$ cat config.mk
export PLATFORM = sky130hd
export DESIGN_NAME = lfsr_keyed_byte_scrambler
export DESIGN_NICKNAME = d
export VERILOG_FILES = /design/src/hdl/lkbs_pkg.sv /design/src/hdl/lfsr_keyed_byte_scrambler.sv
export SDC_FILE = /design/constraint.sdc
export NUM_CORES = 1
export LEC_CHECK = 0
export CAP_MARGIN = 0
export CORE_UTILIZATION = 60
export CTS_BUF_LIST = sky130_fd_sc_hd__clkbuf_2
export DETAILED_ROUTE_END_ITERATION = 10
export DONT_BUFFER_PORTS = 1
export PLACE_DENSITY = 0.79
export SYNTH_ARGS = -nofsm -noshare
export SYNTH_HDL_FRONTEND = slang
export SYNTH_SLANG_ARGS = --single-unit
$ cat constraint.sdc
create_clock -name clk -period 5.29 [get_ports clk]
set_input_delay 0.7935 -clock clk [delete_from_list [all_inputs] [get_ports clk]]
set_output_delay 0.7935 -clock clk [all_outputs]
set_load 0.02 [all_outputs]
$ cat src/hdl/lkbs_pkg.sv
// ============================================================================
// lkbs_pkg : shared definitions for the keyed byte scrambler
// Key size, derivation length, configuration register indices and the
// LFSR step used both for key derivation and for the keystream.
// ============================================================================
`default_nettype none

package lkbs_pkg;

  // Number of key bytes carried in a key and in a key header.
  localparam int unsigned KEY_BYTES   = 8;
  localparam int unsigned KEY_WIDTH   = KEY_BYTES * 8;
  // Header emission counter: counts KEY_BYTES header bytes and one data byte.
  localparam int unsigned HDR_CNT_W   = $clog2(KEY_BYTES + 1);
  // Shifts applied after the initial one when deriving the private key.
  localparam int unsigned DERIVE_SHIFTS = KEY_BYTES * 10;
  localparam int unsigned DERIVE_CNT_W  = $clog2(DERIVE_SHIFTS + 1);

  localparam int unsigned CFG_INDEX_W = 2;
  localparam int unsigned CFG_DATA_W  = KEY_WIDTH;

  // Configuration register indices.
  typedef enum logic [CFG_INDEX_W-1:0] {
    CFG_PRIVATE_SEED = 2'd0,
    CFG_USER_KEY     = 2'd1,
    CFG_DIRECTION    = 2'd2,
    CFG_KEY_HEADER   = 2'd3
  } cfg_index_t;

  // Direction codes.
  localparam logic DIR_ENCODE = 1'b0;
  localparam logic DIR_DECODE = 1'b1;

  // One right shift of the Fibonacci LFSR, taps at bits 63, 3, 2 and 0,
  // feedback entering at the top.
  function automatic logic [KEY_WIDTH-1:0] lfsr_next(input logic [KEY_WIDTH-1:0] s);
    logic fb;
    fb = s[KEY_WIDTH-1] ^ s[3] ^ s[2] ^ s[0];
    return {fb, s[KEY_WIDTH-1:1]};
  endfunction

endpackage

`default_nettype wire

$ cat src/hdl/lfsr_keyed_byte_scrambler.sv
// ============================================================================
// lfsr_keyed_byte_scrambler : keyed byte stream scrambler / descrambler
// Scrambles or descrambles a byte stream with an LFSR keystream, a private
// key derived from a seed and a user key, with an optional key header.
// ============================================================================
// An accepted request waits in the input register, and its results pass on
//   into the output register.
// Throughput: one request per cycle unless the output or a key derivation
//   stalls. An encode request that starts a message with the key header
//   enabled holds the input register for eight header bytes and its data
//   byte; a decode header byte gives no result and never waits on the output.
// A write of the private seed stalls the input while the LFSR derives the
//   private key, one shift a cycle.
// Reset (rst_n low, synchronous) clears all state but the payload registers;
//   the private key resets to zero, which is what a zero seed derives to.
`default_nettype none

module lfsr_keyed_byte_scrambler
  import lkbs_pkg::*;
(
  input  wire logic                   clk,
  input  wire logic                   rst_n,

  input  wire logic                   cfg_we,
  input  wire logic [CFG_INDEX_W-1:0] cfg_index,
  input  wire logic [CFG_DATA_W-1:0]  cfg_data,

  input  wire logic                   in_valid,
  output logic                        in_stall,
  input  wire logic [7:0]             in_data_byte,
  input  wire logic                   in_first_byte,
  input  wire logic                   in_message_end,

  output logic                        out_valid,
  input  wire logic                   out_stall,
  output logic [7:0]                  out_byte,
  output logic                        out_is_header,
  output logic                        out_run_end,
  output logic                        out_end_of_message
);

  // --------------------------------------------------------------------------
  // Configuration registers and key derivation.
  // --------------------------------------------------------------------------
  logic [KEY_WIDTH-1:0]    user_key_r;
  logic                    direction_r;
  logic                    key_header_r;
  logic [KEY_WIDTH-1:0]    private_key_r;

  // The derivation engine runs the LFSR from the seed, one shift per cycle,
  // and holds off new requests until the private key has been written.
  logic [KEY_WIDTH-1:0]    derive_r;
  logic [DERIVE_CNT_W-1:0] derive_cnt_r;
  logic                    derive_busy_r;
  logic                    seed_write;

  assign seed_write = cfg_we && (cfg_index_t'(cfg_index) == CFG_PRIVATE_SEED);

  // --------------------------------------------------------------------------
  // Scrambler state.
  // --------------------------------------------------------------------------
  logic [KEY_WIDTH-1:0]    shift_r;
  logic [KEY_WIDTH-1:0]    recovered_key_r;
  logic [2:0]              byte_index_r;
  logic [HDR_CNT_W-1:0]    header_count_r;

  // --------------------------------------------------------------------------
  // Input register. A request sits here until its last result has moved into
  // the output register, or, for a decode header byte, until it is absorbed.
  // --------------------------------------------------------------------------
  logic                    s1_valid_r;
  logic [7:0]              s1_data_r;
  logic                    s1_first_r;
  logic                    s1_eom_r;
  logic [HDR_CNT_W-1:0]    hdr_cnt_r;

  // Output register.
  logic                    out_valid_r;
  logic [7:0]              out_byte_r;
  logic                    out_is_header_r;
  logic                    out_run_end_r;
  logic                    out_eom_r;

  // --------------------------------------------------------------------------
  // Single pass datapath.
  // --------------------------------------------------------------------------
  logic                    out_ready;
  logic                    enc_header_run;
  logic                    hdr_phase;
  logic                    dec_consume;
  logic                    emit;
  logic                    done;
  logic                    s1_free;
  logic                    accept;
  logic [2:0]              eff_index;
  logic [HDR_CNT_W-1:0]    eff_hdr_count;
  logic [KEY_WIDTH-1:0]    base_shift;
  logic [KEY_WIDTH-1:0]    next_shift;
  logic [KEY_WIDTH-1:0]    sel_user_key;
  logic [7:0]              key_stream;
  logic [7:0]              priv_byte;
  logic [7:0]              user_byte;
  logic [15:0]             product;
  logic [7:0]              pu;
  logic [7:0]              data_result;
  logic [7:0]              header_result;
  logic [2:0]              hdr_sel;
  logic [KEY_WIDTH-1:0]    recovered_nxt;

  assign out_ready = !out_valid_r || !out_stall;

  // On encode with the header enabled, a first byte sends the key header
  // before its own data result.
  assign enc_header_run = s1_first_r && (direction_r == DIR_ENCODE) && key_header_r;
  assign hdr_phase      = enc_header_run && !hdr_cnt_r[HDR_CNT_W-1];

  // A first byte restarts the header count and the byte index.
  assign eff_hdr_count  = s1_first_r ? '0 : header_count_r;
  assign eff_index      = s1_first_r ? 3'd0 : byte_index_r;

  // On decode with the header enabled, the first key bytes of a message are
  // absorbed into the recovered key and give no result.
  assign dec_consume = s1_valid_r && (direction_r == DIR_DECODE) && key_header_r &&
                       !eff_hdr_count[HDR_CNT_W-1];

  assign emit    = s1_valid_r && !dec_consume && out_ready;
  assign done    = dec_consume || (emit && !hdr_phase);
  assign s1_free = !s1_valid_r || done;

  assign in_stall = derive_busy_r || !s1_free;
  assign accept   = in_valid && !in_stall;

  // Keystream: a first byte reloads the LFSR from the private key and shifts
  // it once, then every data byte shifts it again.
  assign base_shift = s1_first_r ? lfsr_next(private_key_r) : shift_r;
  assign next_shift = lfsr_next(base_shift);
  assign key_stream = next_shift[7:0];

  assign sel_user_key = ((direction_r == DIR_DECODE) && key_header_r) ?
                        recovered_key_r : user_key_r;
  assign priv_byte    = private_key_r[{eff_index, 3'b000} +: 8];
  assign user_byte    = sel_user_key[{eff_index, 3'b000} +: 8];
  assign product      = {8'd0, priv_byte} * {8'd0, user_byte};
  assign pu           = product[7:0];

  always_comb begin
    if (direction_r == DIR_ENCODE) begin
      data_result = (key_stream ^ s1_data_r ^ priv_byte) + pu;
    end else begin
      data_result = key_stream ^ (s1_data_r - pu) ^ priv_byte;
    end
  end

  // Header byte: private key byte XOR user key byte, in byte order.
  assign hdr_sel       = hdr_cnt_r[2:0];
  assign header_result = private_key_r[{hdr_sel, 3'b000} +: 8] ^
                         user_key_r[{hdr_sel, 3'b000} +: 8];

  // Recovered key: replace the byte selected by the header count.
  always_comb begin
    recovered_nxt = recovered_key_r;
    for (int i = 0; i < KEY_BYTES; i++) begin
      if (eff_hdr_count[2:0] == 3'(i)) begin
        recovered_nxt[8*i +: 8] = private_key_r[8*i +: 8] ^ s1_data_r;
      end
    end
  end

  // --------------------------------------------------------------------------
  // Control and state registers.
  // --------------------------------------------------------------------------
  always_ff @(posedge clk) begin
    if (!rst_n) begin
      user_key_r      <= '0;
      direction_r     <= DIR_ENCODE;
      key_header_r    <= 1'b0;
      private_key_r   <= '0;
      derive_cnt_r    <= '0;
      derive_busy_r   <= 1'b0;
      shift_r         <= '0;
      recovered_key_r <= '0;
      byte_index_r    <= '0;
      header_count_r  <= '0;
      s1_valid_r      <= 1'b0;
      hdr_cnt_r       <= '0;
      out_valid_r     <= 1'b0;
    end else begin
      // Configuration writes.
      if (cfg_we) begin
        unique case (cfg_index_t'(cfg_index))
          CFG_PRIVATE_SEED: begin
            derive_cnt_r  <= DERIVE_CNT_W'(DERIVE_SHIFTS);
            derive_busy_r <= 1'b1;
          end
          CFG_USER_KEY:   user_key_r   <= cfg_data;
          CFG_DIRECTION:  direction_r  <= cfg_data[0];
          CFG_KEY_HEADER: key_header_r <= cfg_data[0];
          default: ;
        endcase
      end

      // The derivation keeps stepping while other registers are written, in
      // step with the shift register below.
      if (derive_busy_r && !seed_write) begin
        derive_cnt_r <= derive_cnt_r - 1'b1;
        if (derive_cnt_r == DERIVE_CNT_W'(1)) begin
          private_key_r <= lfsr_next(derive_r);
          derive_busy_r <= 1'b0;
        end
      end

      // Input register occupancy and header emission count.
      if (s1_free) begin
        s1_valid_r <= accept;
        hdr_cnt_r  <= '0;
      end else if (emit && hdr_phase) begin
        hdr_cnt_r <= hdr_cnt_r + 1'b1;
      end

      // Scrambler state moves on when a request completes.
      if (dec_consume) begin
        recovered_key_r <= recovered_nxt;
        header_count_r  <= eff_hdr_count + 1'b1;
        if (s1_first_r) begin
          shift_r      <= lfsr_next(private_key_r);
          byte_index_r <= '0;
        end
      end else if (emit && !hdr_phase) begin
        shift_r        <= next_shift;
        byte_index_r   <= eff_index + 3'd1;
        header_count_r <= eff_hdr_count;
      end

      if (out_ready) begin
        out_valid_r <= emit;
      end
    end
  end

  // Payload registers need no reset.
  always_ff @(posedge clk) begin
    if (seed_write) begin
      derive_r <= lfsr_next(cfg_data);
    end else if (derive_busy_r) begin
      derive_r <= lfsr_next(derive_r);
    end

    if (accept) begin
      s1_data_r  <= in_data_byte;
      s1_first_r <= in_first_byte;
      s1_eom_r   <= in_message_end;
    end

    if (emit) begin
      if (hdr_phase) begin
        out_byte_r      <= header_result;
        out_is_header_r <= 1'b1;
        out_run_end_r   <= 1'b0;
        out_eom_r       <= 1'b0;
      end else begin
        out_byte_r      <= data_result;
        out_is_header_r <= 1'b0;
        out_run_end_r   <= 1'b1;
        out_eom_r       <= s1_eom_r;
      end
    end
  end

  assign out_valid          = out_valid_r;
  assign out_byte           = out_byte_r;
  assign out_is_header      = out_is_header_r;
  assign out_run_end        = out_run_end_r;
  assign out_end_of_message = out_eom_r;

  // --------------------------------------------------------------------------
  // Assertions.
  // --------------------------------------------------------------------------
  // A header byte never closes a run and never carries the message end.
  assert property (@(posedge clk) disable iff (!rst_n)
    out_valid_r && out_is_header_r |-> !out_run_end_r && !out_eom_r)
    else $error("header result marked as run end or message end");

  // The header counters never pass the key length.
  assert property (@(posedge clk) disable iff (!rst_n)
    (header_count_r <= HDR_CNT_W'(KEY_BYTES)) && (hdr_cnt_r <= HDR_CNT_W'(KEY_BYTES)))
    else $error("header counter beyond key length");

  // No request is taken in the cycle after a seed write.
  assert property (@(posedge clk) disable iff (!rst_n)
    seed_write |=> in_stall)
    else $error("request accepted during key derivation");

  // A decode header byte leaves no result behind.
  assert property (@(posedge clk) disable iff (!rst_n)
    dec_consume && !out_valid_r |=> !out_valid_r)
    else $error("result produced for an absorbed header byte");

endmodule

`default_nettype wire

**Yosys cells after proc, flatten, opt, wreduce, memory -nomap -nowiden**

Cells that the tools add are included.

- Input port bits: 81
- Output and inout bits: 13
- Word-level logic and storage cells: 148
- Bits in registers: 364

- Bitwise logic cells: 27
- $add $sub $neg: 6
- Multiply operators: 1
- Shift operators: 4
- Reduce and logical (&&, ||, !) cells: 48
- Eq/ne operators: 11
- Mux-type cells: 23

Operators by type and width:

| kind | number |
|---|---|
| 2-to-1 mux 64 bit | 6 |
| variable part select 64 x 7 -> 8 bit | 4 |
| XOR 8 bit | 13 |
| AND reduction 2 bit | 13 |
| 2-to-1 mux 7 bit | 3 |
| 2-to-1 mux 8 bit | 2 |
| logical AND 1 bit | 14 |
| == test 3 bit (second input constant) | 4 |
| 2-to-1 mux 4 bit | 3 |
| XOR 1 bit | 12 |
| logical NOT 1 bit | 10 |
| 2-to-1 mux 3 bit | 3 |
| adder 4 x 1 -> 4 bit (second input constant) | 2 |
| adder 8 bit | 1 |
| multiplier 8 x 8 -> 8 bit | 1 |
| nonzero test 2 bit | 4 |
| subtractor 8 bit | 1 |
| == test 7 x 1 -> 1 bit (second input constant) | 1 |
| subtractor 7 x 1 -> 7 bit (second input constant) | 1 |
| == test 3 x 2 -> 1 bit (second input constant) | 2 |
| 2-to-1 mux 1 bit | 6 |
| == test 2 bit (second input constant) | 2 |
| logical OR 1 bit | 4 |
| adder 3 x 1 -> 3 bit (second input constant) | 1 |
| 6 further kinds | 7 |

**Longest topological paths before layout**

Gate-level depths: netlist (run 1).

- Depth after elaboration: 13
- Mapped depth: 26
- Gate-level depth less buffers: 25

**Least setup slack after synthesis (run 1)**

Ideal clock, no wire load.

- Path type: reg-to-reg
- Start point: register s1_first_r
- End point: register out_byte_r[7] (netlist: out_byte[7]) (data pin)
- Path slack: -418 ps
- Arrival: 5560 ps
- Cell stages (with the launch flop): 27
- Required time: 5142 ps
- Buffers on the path: 3
- Library setup time: 148 ps
- Period minus slack after synthesis: 5708 ps
- Cells stage by stage: edfxtp_1 nand2b_4 buf_8 buf_4 buf_4 mux4_2 a22oi_1 nand2_1 nand2b_1 fa_1 inv_1 ha_1 ha_1 inv_1 fa_1 inv_1 ha_1 xor2_1 inv_1 ha_1 nor2_1 a211o_1 mux2i_1 a21oi_1 o21ai_0 xnor3_1 mux2i_1

- Cells in the longest elaborated chain, start to end: 8
- Elaborated cells on any way between the ends: 16
- Classes of those cells: add/sub: 2; mul: 1; shift: 2; mux: 4; bitwise: 4; reduce/logical: 3

Ends and longest elaborated chain:

| item | line | text |
|---|---|---|
| start: declaration | lfsr_keyed_byte_scrambler.sv:73 | `logic s1_first_r;` |
| start signal: assignment | lfsr_keyed_byte_scrambler.sv:250 | `s1_first_r <= in_first_byte;` |
| 2-to-1 mux 3 bit | n/a |  |
| variable part select 64 x 7 -> 8 bit, on equally long branches | lfsr_keyed_byte_scrambler.sv:141, lfsr_keyed_byte_scrambler.sv:142 |  |
| multiplier 8 x 8 -> 8 bit | lfsr_keyed_byte_scrambler.sv:143 | `assign product = {8'd0, priv_byte} * {8'd0, user_byte};` |
| subtractor 8 bit | lfsr_keyed_byte_scrambler.sv:150 | `data_result = key_stream ^ (s1_data_r - pu) ^ priv_byte;` |
| XOR 8 bit (2 in series) | lfsr_keyed_byte_scrambler.sv:150 |  |
| 2-to-1 mux 8 bit | lfsr_keyed_byte_scrambler.sv:147 | `if (direction_r == DIR_ENCODE) begin` |
| 2-to-1 mux 8 bit (*) | lfsr_keyed_byte_scrambler.sv:255 | `if (hdr_phase) begin` |
| end signal: assignment | lfsr_keyed_byte_scrambler.sv:256 | `out_byte_r <= header_result;` |
| end signal: assignment | lfsr_keyed_byte_scrambler.sv:261 | `out_byte_r <= data_result;` |
| end: declaration | lfsr_keyed_byte_scrambler.sv:79 | `logic [7:0] out_byte_r;` |

Mark *: on every way between the ends. The rest lies on a longest branch, timed or not.
A chain may end at the register's enable or synchronous reset.

**Worst setup path in the final report (run 1)**

Ends and elaborated chain as after synthesis.

==> metrics.md, run 1 <==
| Metric | Value |
|---|---|
| Outcome | finished, violations left |
| Failing checks | negative setup slack |
| Critical Path, Cell by Cell | nand2b_4 -> buf_12 -> mux4_2 -> o22ai_1 -> a21o_1 -> or2_4 -> fa_2 -> fa_1 -> inv_1 -> ha_1 -> inv_1 -> fa_1 -> inv_2 -> ha_4 -> a21o_1 -> a21oi_2 -> xnor2_1 -> xnor2_1 -> xnor2_1 -> xnor3_1 -> xnor2_2 -> xnor3_1 -> mux2i_1 |
| Number of flops mapped to enable cells by yosys | 85 |
| Cell family with most CP delay | adder cells |
| Fraction of synthesis flops using an asynchronous set or reset pin | 0 |
| Worst Skew | 0.132 ns |
| Vias per cell | 6.09 |
| Leak | 9.08 nW |
| Max-cap violations | 0 |
| Area grow syn2layout | 17.2% |
| Worst IR drop on VDD | 0.349 mV |
| Hpwl dp | 49.1 mm |
| WS Path Type | reg -> reg |
| Max FO, Critical Path | 5 |
| Post-synthesis cell area | 0.0197 mm² |
| Crit path required time | 6.12 ns |
| Initial DRC count | 2096 |
| Vias in the first global route | 17.0k |
| Tot GR Track Use | 0.415 |
| Unrepaired setup endpoints after global routing | yes |
| Worst EP arrival | 6.42 ns |
| Detailed Route WL | 69.1 mm |
| Drt first pass iters | 6 |
| Routed len/inst | 23.9 µm |
| Tightest Hold Check Type | in -> reg |
| Final worst slack | -0.297 ns |
| Post-layout min period | 5.59 ns |
| Count of different cell masters after synthesis | 62 |
| CTS tree | done |
| Chip height | 183 µm |
| Element type at the critical path start | flop |
| PwrDens | 261 mW/mm² |
| Fin nets | 2505 |
| Final Max Slew Viols | 0 |
| Antenna violations before repair | 3 |
| Largest net degree at the start of global routing | 192 |
| Aggregate negative setup slack | -0.573 ns |
| Slowest CP cell | fa_1 |
| Total clock sinks | 364 |
| Worst-margin pin slew | 1.18 ns |
| Clock Pin Slew Worst Setup and Hold Paths | 0.13 ns |
| Crit path buffers/inverters | 4 |
| Most frequent cells in the layout | nand2_1, dfxtp_1, buf_4, nor2_1, xnor2_1 |
| Setup Viol. Count Final | 3 |
| Buffers on Ports | 0 |
| ANT nets after route | 0 |
| Clk_lat worst skew | 1.05 ns |
| Filler cells | 2465 |
| YS warnings | 0 |
| Share of cells above drive strength 1 | 0.193 |
| Share of the yosys chip area belonging to registers | 0.413 |
| H-tree levels | 3 |
| Max Buffers Root-to-Sink | 3 |
| Synth Instances | 2153 |
| Endpoint class of the critical path | flop |
| Fin crit share | 1.06 |
| Initial Util | 0.608 |
| Via count | 17.6k |
| Slowest cell delay on critical path | 0.49 ns |
| Synth Net Count | 2286 |
| Gpl congestion | 1.04 |
| Fmax achieved | 0.179 GHz |
| Total grt overflow | 0 |
| Synth Register Bits | 364 |
| Mean Syn Cell Area | 9.16 µm² |
| Die Area | 0.0336 mm² |
| Final core occ | 0.712 |
| Die width | 183 µm |
| Core Box Area | 0.0325 mm² |
| Dpl ws | -0.322 ns |
| Final hold viol count | 0 |
| First-pass GRT wire length | 102 mm |
| Most common flop cell mapped by yosys | dfxtp_1 |
| Most common cell after layout, fill and taps aside | nand2_1 |
| # IOs | 94 |
| Clock root buffer | clkbuf_2 |
| Slew headroom | 0.217 |
| Fin Hold WS | 0.0782 ns |
| Most Frequent Cell on Critical Path | xnor2_1 |
| Cts bufs inserted | 95 |
| FP Rows | 66 |
| Total Power | 6.03 mW |
| DR DRC count | 0 |
cell type report:
class	count	area (µm²)	share of cell area
Inverter	45	171	0.00742
Timing Repair Buffer	278	2350	0.102
Clock buffer	134	671	0.0290
Antenna cell	3	7.51	0.000325
Clock inverter	35	226	0.00980
Multi-Input combinational cell	1588	11000	0.476
Sequential cell	364	8140	0.352
Tap cell	442	553	0.0239
per-stage QoR:
stage,std cells,instance area (µm²)
3_3_place_gp,2635,21300
2_1_floorplan,2153,19800
4_1_cts,2886,23100
3_5_place_dp,2635,21300
5_1_grt,2887,23100
6_report,2889,23100
what timing repair did:
action                                  4_1_cts  5_1_grt
pin swaps                                    17        5
gates resized for setup                      25        5
endpoints found under the setup margin        3        4
setup buffers                                 4        0
hold buffers                                 78        0
endpoints found under the hold margin       264        0
cloned                                        1        0
kinds of logic (layout without fill, tap and decap cells):
family / count (synthesis) / count (layout) / synth area share
flops: 364 / 364 / 0.413
xor+xnor: 191 / 191 / 0.0866
simple gates: 780 / 781 / 0.160
other cells: 0 / 3 / 0
fa+ha+maj: 52 / 52 / 0.0383
buf+inv: 202 / 492 / 0.0401
mux: 141 / 141 / 0.108
compound gates: 423 / 423 / 0.154
sequential cells by signal (all words and copies together), names as in the netlist, 3 cells and up:
name and flops:
derive_r 64, hdr_cnt_r 4, derive_cnt_r 7, user_key_r 64, byte_index_r 3, out_byte 8, header_count_r 4, recovered_key_r 64
private_key_r 64, s1_data_r 8, shift_r 64
worst register-to-register path, stage by stage (launching register included):
cell and delay [ns]:
edfxtp_1 0.43, nand2b_4 0.23, buf_12 0.16, mux4_2 0.34
o22ai_1 0.08, a21o_1 0.27, or2_4 0.26, fa_2 0.36
fa_1 0.49, inv_1 0.05, ha_1 0.26, inv_1 0.05
fa_1 0.49, inv_2 0.04, ha_4 0.23, a21o_1 0.19
a21oi_2 0.12, xnor2_1 0.14, xnor2_1 0.15, xnor2_1 0.15
xnor3_1 0.27, xnor2_2 0.15, xnor3_1 0.33, mux2i_1 0.14
worst paths after layout:
check | startpoint | end | slack [ns] | cells after the start
setup reg to reg | s1_first_r$_DFFE_PP_ | out_byte[7]$_DFFE_PP_ | -0.30 | 23
hold / removal | cfg_data[16] | user_key_r[16]$_SDFFE_PN0P_ | 0.08 | 2
setup / recovery | s1_first_r$_DFFE_PP_ | out_byte[7]$_DFFE_PP_ | -0.30 | 23
hold reg to reg | shift_r[21]$_SDFFE_PN0P_ | shift_r[21]$_SDFFE_PN0P_ | 0.46 | 2
synthesized netlist by cell type (17+ instances only):
library cell	count	share of area
a211oi_1	99	0.038
xnor2_1	140	0.062
mux2_2	20	0.011
o21a_1	38	0.014
buf_1	24	0.0046
a21boi_0	134	0.051
mux2i_1	66	0.034
nor2_1	169	0.032
ha_1	38	0.024
nand2_1	524	0.10
nor2b_1	17	0.0054
edfxtp_1	85	0.13
xor2_1	48	0.021
inv_1	41	0.0078
clkbuf_1	123	0.023
a21oi_1	45	0.011
mux4_2	55	0.063
a22oi_1	28	0.011
o21ai_0	25	0.0063
dfxtp_1	279	0.28
power by group:
group / internal (mW) / total, mW / switching, mW
Sequential: 2.98 / 3.11 / 0.132
Clock: 0.838 / 2.07 / 1.23
Combinational: 0.378 / 0.850 / 0.472
routing by layer:
layer,GRT usage,vias up,routed length [µm]
met4,0.222,2,3800
li1,-,7905,-
met1,0.552,8396,27100
met3,0.0959,197,7810
met2,0.629,1102,30400
met5,0,-,16
Power figures use the tool's default switching activity.
==> run 2: changes to the inputs <==
--- a/config.mk
+++ b/config.mk
@@ -6,11 +6,13 @@
 export NUM_CORES = 1
 export LEC_CHECK = 0
 export CAP_MARGIN = 0
-export CORE_UTILIZATION = 60
+export CORE_MARGIN = 4
+export CORE_UTILIZATION = 67
 export CTS_BUF_LIST = sky130_fd_sc_hd__clkbuf_2
 export DETAILED_ROUTE_END_ITERATION = 10
 export DONT_BUFFER_PORTS = 1
-export PLACE_DENSITY = 0.79
+export PLACE_DENSITY = 0.83
+export RECOVER_POWER = 100
 export SYNTH_ARGS = -nofsm -noshare
 export SYNTH_HDL_FRONTEND = slang
 export SYNTH_SLANG_ARGS = --single-unit
==> constraint.sdc (replaced) <==
create_clock -name clk -period 5.9 [get_ports clk]
set_input_delay 0.885 -clock clk [delete_from_list [all_inputs] [get_ports clk]]
set_output_delay 0.885 -clock clk [all_outputs]
set_load 0.02 [all_outputs]
==> metrics.md, run 2 (synthesis results as in run 1) <==
| Metric | Value |
|---|---|
| Outcome | finished, violations left |
| Failing checks | max-capacitance violations, max-slew violations |
| Cells on worst reg2reg path | 21 (-8.7%) |
| Largest net degree at the start of global routing | 179 (-6.8%) |
| Fin crit share | 0.971 (-0.0847) |
| Share of cells above drive strength 1 | 0.157 (-0.0358) |
| Via count | 17.3k (-1.7%) |
| Core Box Area | 0.0289 mm² (-11%) |
| Most frequent cells in the layout | nand2_1, dfxtp_1, nor2_1, xnor2_1 |
| Fmax achieved | 0.174 GHz (-2.5%) |
| Slew headroom | -1.31 (-1.53) |
| Element type at the critical path start | flop |
| Crit path required time | 6.77 ns (+0.65 ns) |
| Worst-margin pin slew | 3.47 ns (+2.29 ns) |
| Leak | 8.32 nW (-8.4%) |
| Initial Util | 0.683 (+0.0757) |
| Cell family with most CP delay | adder cells |
| Antenna violations before repair | 2 (-1) |
| Unrepaired setup endpoints after global routing | no |
| First-pass GRT wire length | 102 mm (-0.13%) |
| Clk_lat worst skew | 1.01 ns (-0.04 ns) |
| Final hold viol count | 0 (unchanged) |
| Fin nets | 2361 (-5.7%) |
| Die Area | 0.0322 mm² (-4.0%) |
| PwrDens | 244 mW/mm² (-6.5%) |
| Total grt overflow | 0 (unchanged) |
| DR DRC count | 0 (unchanged) |
| Worst Skew | 0.0804 ns (-0.0516 ns) |
| Vias per cell | 6.44 (+5.7%) |
| Most common cell after layout, fill and taps aside | nand2_1 |
| Hpwl dp | 48.3 mm (-1.6%) |
| Met2 Usage GRT | 0.615 (-0.0148) |
| Drt first pass iters | 8 (+2) |
| Area grow syn2layout | 9.98% |
| WS Path Type | reg -> reg |
| Clock Pin Slew Worst Setup and Hold Paths | 0.15 ns (+0.02 ns) |
| Slowest cell delay on critical path | 0.54 ns (+0.05 ns) |
| Tot GR Track Use | 0.409 (-0.00652) |
| Dpl ws | 0.0678 ns (+0.390 ns) |
| Cts bufs inserted | 90 (-5.3%) |
| Hold depth | 2 (unchanged) |
| Filler cells | 2129 (-14%) |
| Post-layout instance area | 0.0217 mm² (-6.2%) |
| Final core occ | 0.752 (+0.0394) |
| Max FO, Critical Path | 10 (+5) |
| Max Buffers Root-to-Sink | 3 (unchanged) |
| H-tree levels | 3 (unchanged) |
| Worst hold path startpoint | cfg_data[52] |
| FP Rows | 62 (-6.1%) |
| Grt met3 use | 0.118 (+0.0217) |
| R2r endpoint | out_byte[7]$_DFFE_PP_ |
| Buffers on Ports | 0 (unchanged) |
| Final Max Slew Viols | 301 (+301) |
| Critical Path, Cell by Cell | buf_4 -> nor2b_2 -> buf_4 -> mux4_2 -> mux2i_1 -> buf_4 -> or2_2 -> fa_1 -> inv_1 -> ha_1 -> fa_1 -> fa_1 -> ha_4 -> a21oi_2 -> xnor2_2 -> xnor2_1 -> xnor2_1 -> xnor3_1 -> xnor2_2 -> xnor3_1 -> mux2i_1 |
| Initial DRC count | 2123 (+1.3%) |
| Hold path endpoint | user_key_r[52]$_SDFFE_PN0P_ |
| Gr busiest metal | met2 |
| Worst IR drop on VDD | 0.203 mV (-42%) |
| Clock root buffer | clkbuf_2 |
| Final worst slack | 0.169 ns (+0.466 ns) |
| Endpoint class of the critical path | flop |
| Tightest Hold Check Type | in -> reg |
| Placed inst area | 0.0205 mm² (-3.7%) |
| Post-layout min period | 5.73 ns (+0.144 ns) |
| Met1 global-route usage | 0.548 (-0.00361) |
| Crit path buffers/inverters | 4 (unchanged) |
| ANT nets after route | 0 (unchanged) |
| Slowest CP cell | fa_1 |
| Routed len/inst | 25.2 µm (+5.4%) |
| # IOs | 94 (unchanged) |
| Max-cap violations | 7 (+7) |
| Detailed Route WL | 67.7 mm (-2.0%) |
| Vias in the first global route | 16.8k (-1.0%) |
| Fin Hold WS | 0.0429 ns (-0.0353 ns) |
| Gpl congestion | 1.08 (+3.7%) |
| Setup Viol. Count Final | 0 (-3) |
| R2R Setup Slk | 0.17 ns (+0.47 ns) |
| Total clock sinks | 364 (unchanged) |
| Reg-to-Reg Start | s1_first_r$_DFFE_PP_ |
| CTS tree | done |
| Chip height | 180 µm (-2.0%) |
| Aggregate negative setup slack | 0 ns (+0.573 ns) |
| Worst EP arrival | 6.60 ns (+0.18 ns) |
| Die width | 180 µm (-2.0%) |
## run 2: per-layer routing
| metal | vias up | share of wire |
|---|---|---|
| met5 | - | 0 |
| met3 | 224 | 0.13 |
| li1 | 7588 | - |
| met2 | 1207 | 0.44 |
| met4 | 0 | 0.052 |
| met1 | 8276 | 0.38 |
## run 2: timing repair
item                                    in CTS  in global routing
endpoints found under the setup margin       0                  2
hold buffers                                21                  2
buffers inserted                             0                  3
gates resized for setup                      0                 26
hold endpoints to repair                    36                  1
## run 2: per-stage QoR
step | instances | total power [mW]
floorplan | 2153 | 3.29
global placement | 2493 | 3.45
detailed placement | 2493 | 3.48
CTS | 2678 | 5.26
global route | 2685 | 5.49
finish | 2685 | 5.29
## run 2: power by group
part	internal (mW)	total (mW)	switching (mW)	leakage [nW]
clock network	0.733	1.82	1.09	0.653
logic	0.290	0.672	0.382	4.61
registers	2.67	2.80	0.122	3.06
## run 2: worst max-delay path by stage
stage,startpoint,end,depth (start not counted)
2_1_floorplan,s1_first_r$_DFFE_PP_,out_byte[7]$_DFFE_PP_,26
3_3_place_gp,s1_first_r$_DFFE_PP_,out_byte[7]$_DFFE_PP_,24
3_5_place_dp,s1_first_r$_DFFE_PP_,out_byte[7]$_DFFE_PP_,24
4_1_cts,s1_first_r$_DFFE_PP_,out_byte[7]$_DFFE_PP_,24
5_1_grt,s1_first_r$_DFFE_PP_,out_byte[7]$_DFFE_PP_,22
6_report,s1_first_r$_DFFE_PP_,out_byte[7]$_DFFE_PP_,21
## run 2: final cells by class
class | instances | area, µm² | area share
Clock inverter | 33 | 219 | 0.0101
Multi-Input combinational cell | 1588 | 10900 | 0.504
Tap cell | 384 | 480 | 0.0222
Sequential cell | 364 | 8140 | 0.375
Timing Repair Buffer | 139 | 1090 | 0.0502
Inverter | 45 | 171 | 0.00790
Antenna cell | 1 | 2.50 | 0.000115
Clock buffer | 131 | 656 | 0.0302
## run 2: worst reg2reg max path, cell delays in order (launching register included)
cell and delay (ns):
edfxtp_1 0.48, buf_4 0.22, nor2b_2 0.25, buf_4 0.26
mux4_2 0.26, mux2i_1 0.08, buf_4 0.17, or2_2 0.31
fa_1 0.53, inv_1 0.04, ha_1 0.32, fa_1 0.46
fa_1 0.54, ha_4 0.22, a21oi_2 0.16, xnor2_2 0.13
xnor2_1 0.16, xnor2_1 0.17, xnor3_1 0.28, xnor2_2 0.15
xnor3_1 0.33, mux2i_1 0.13
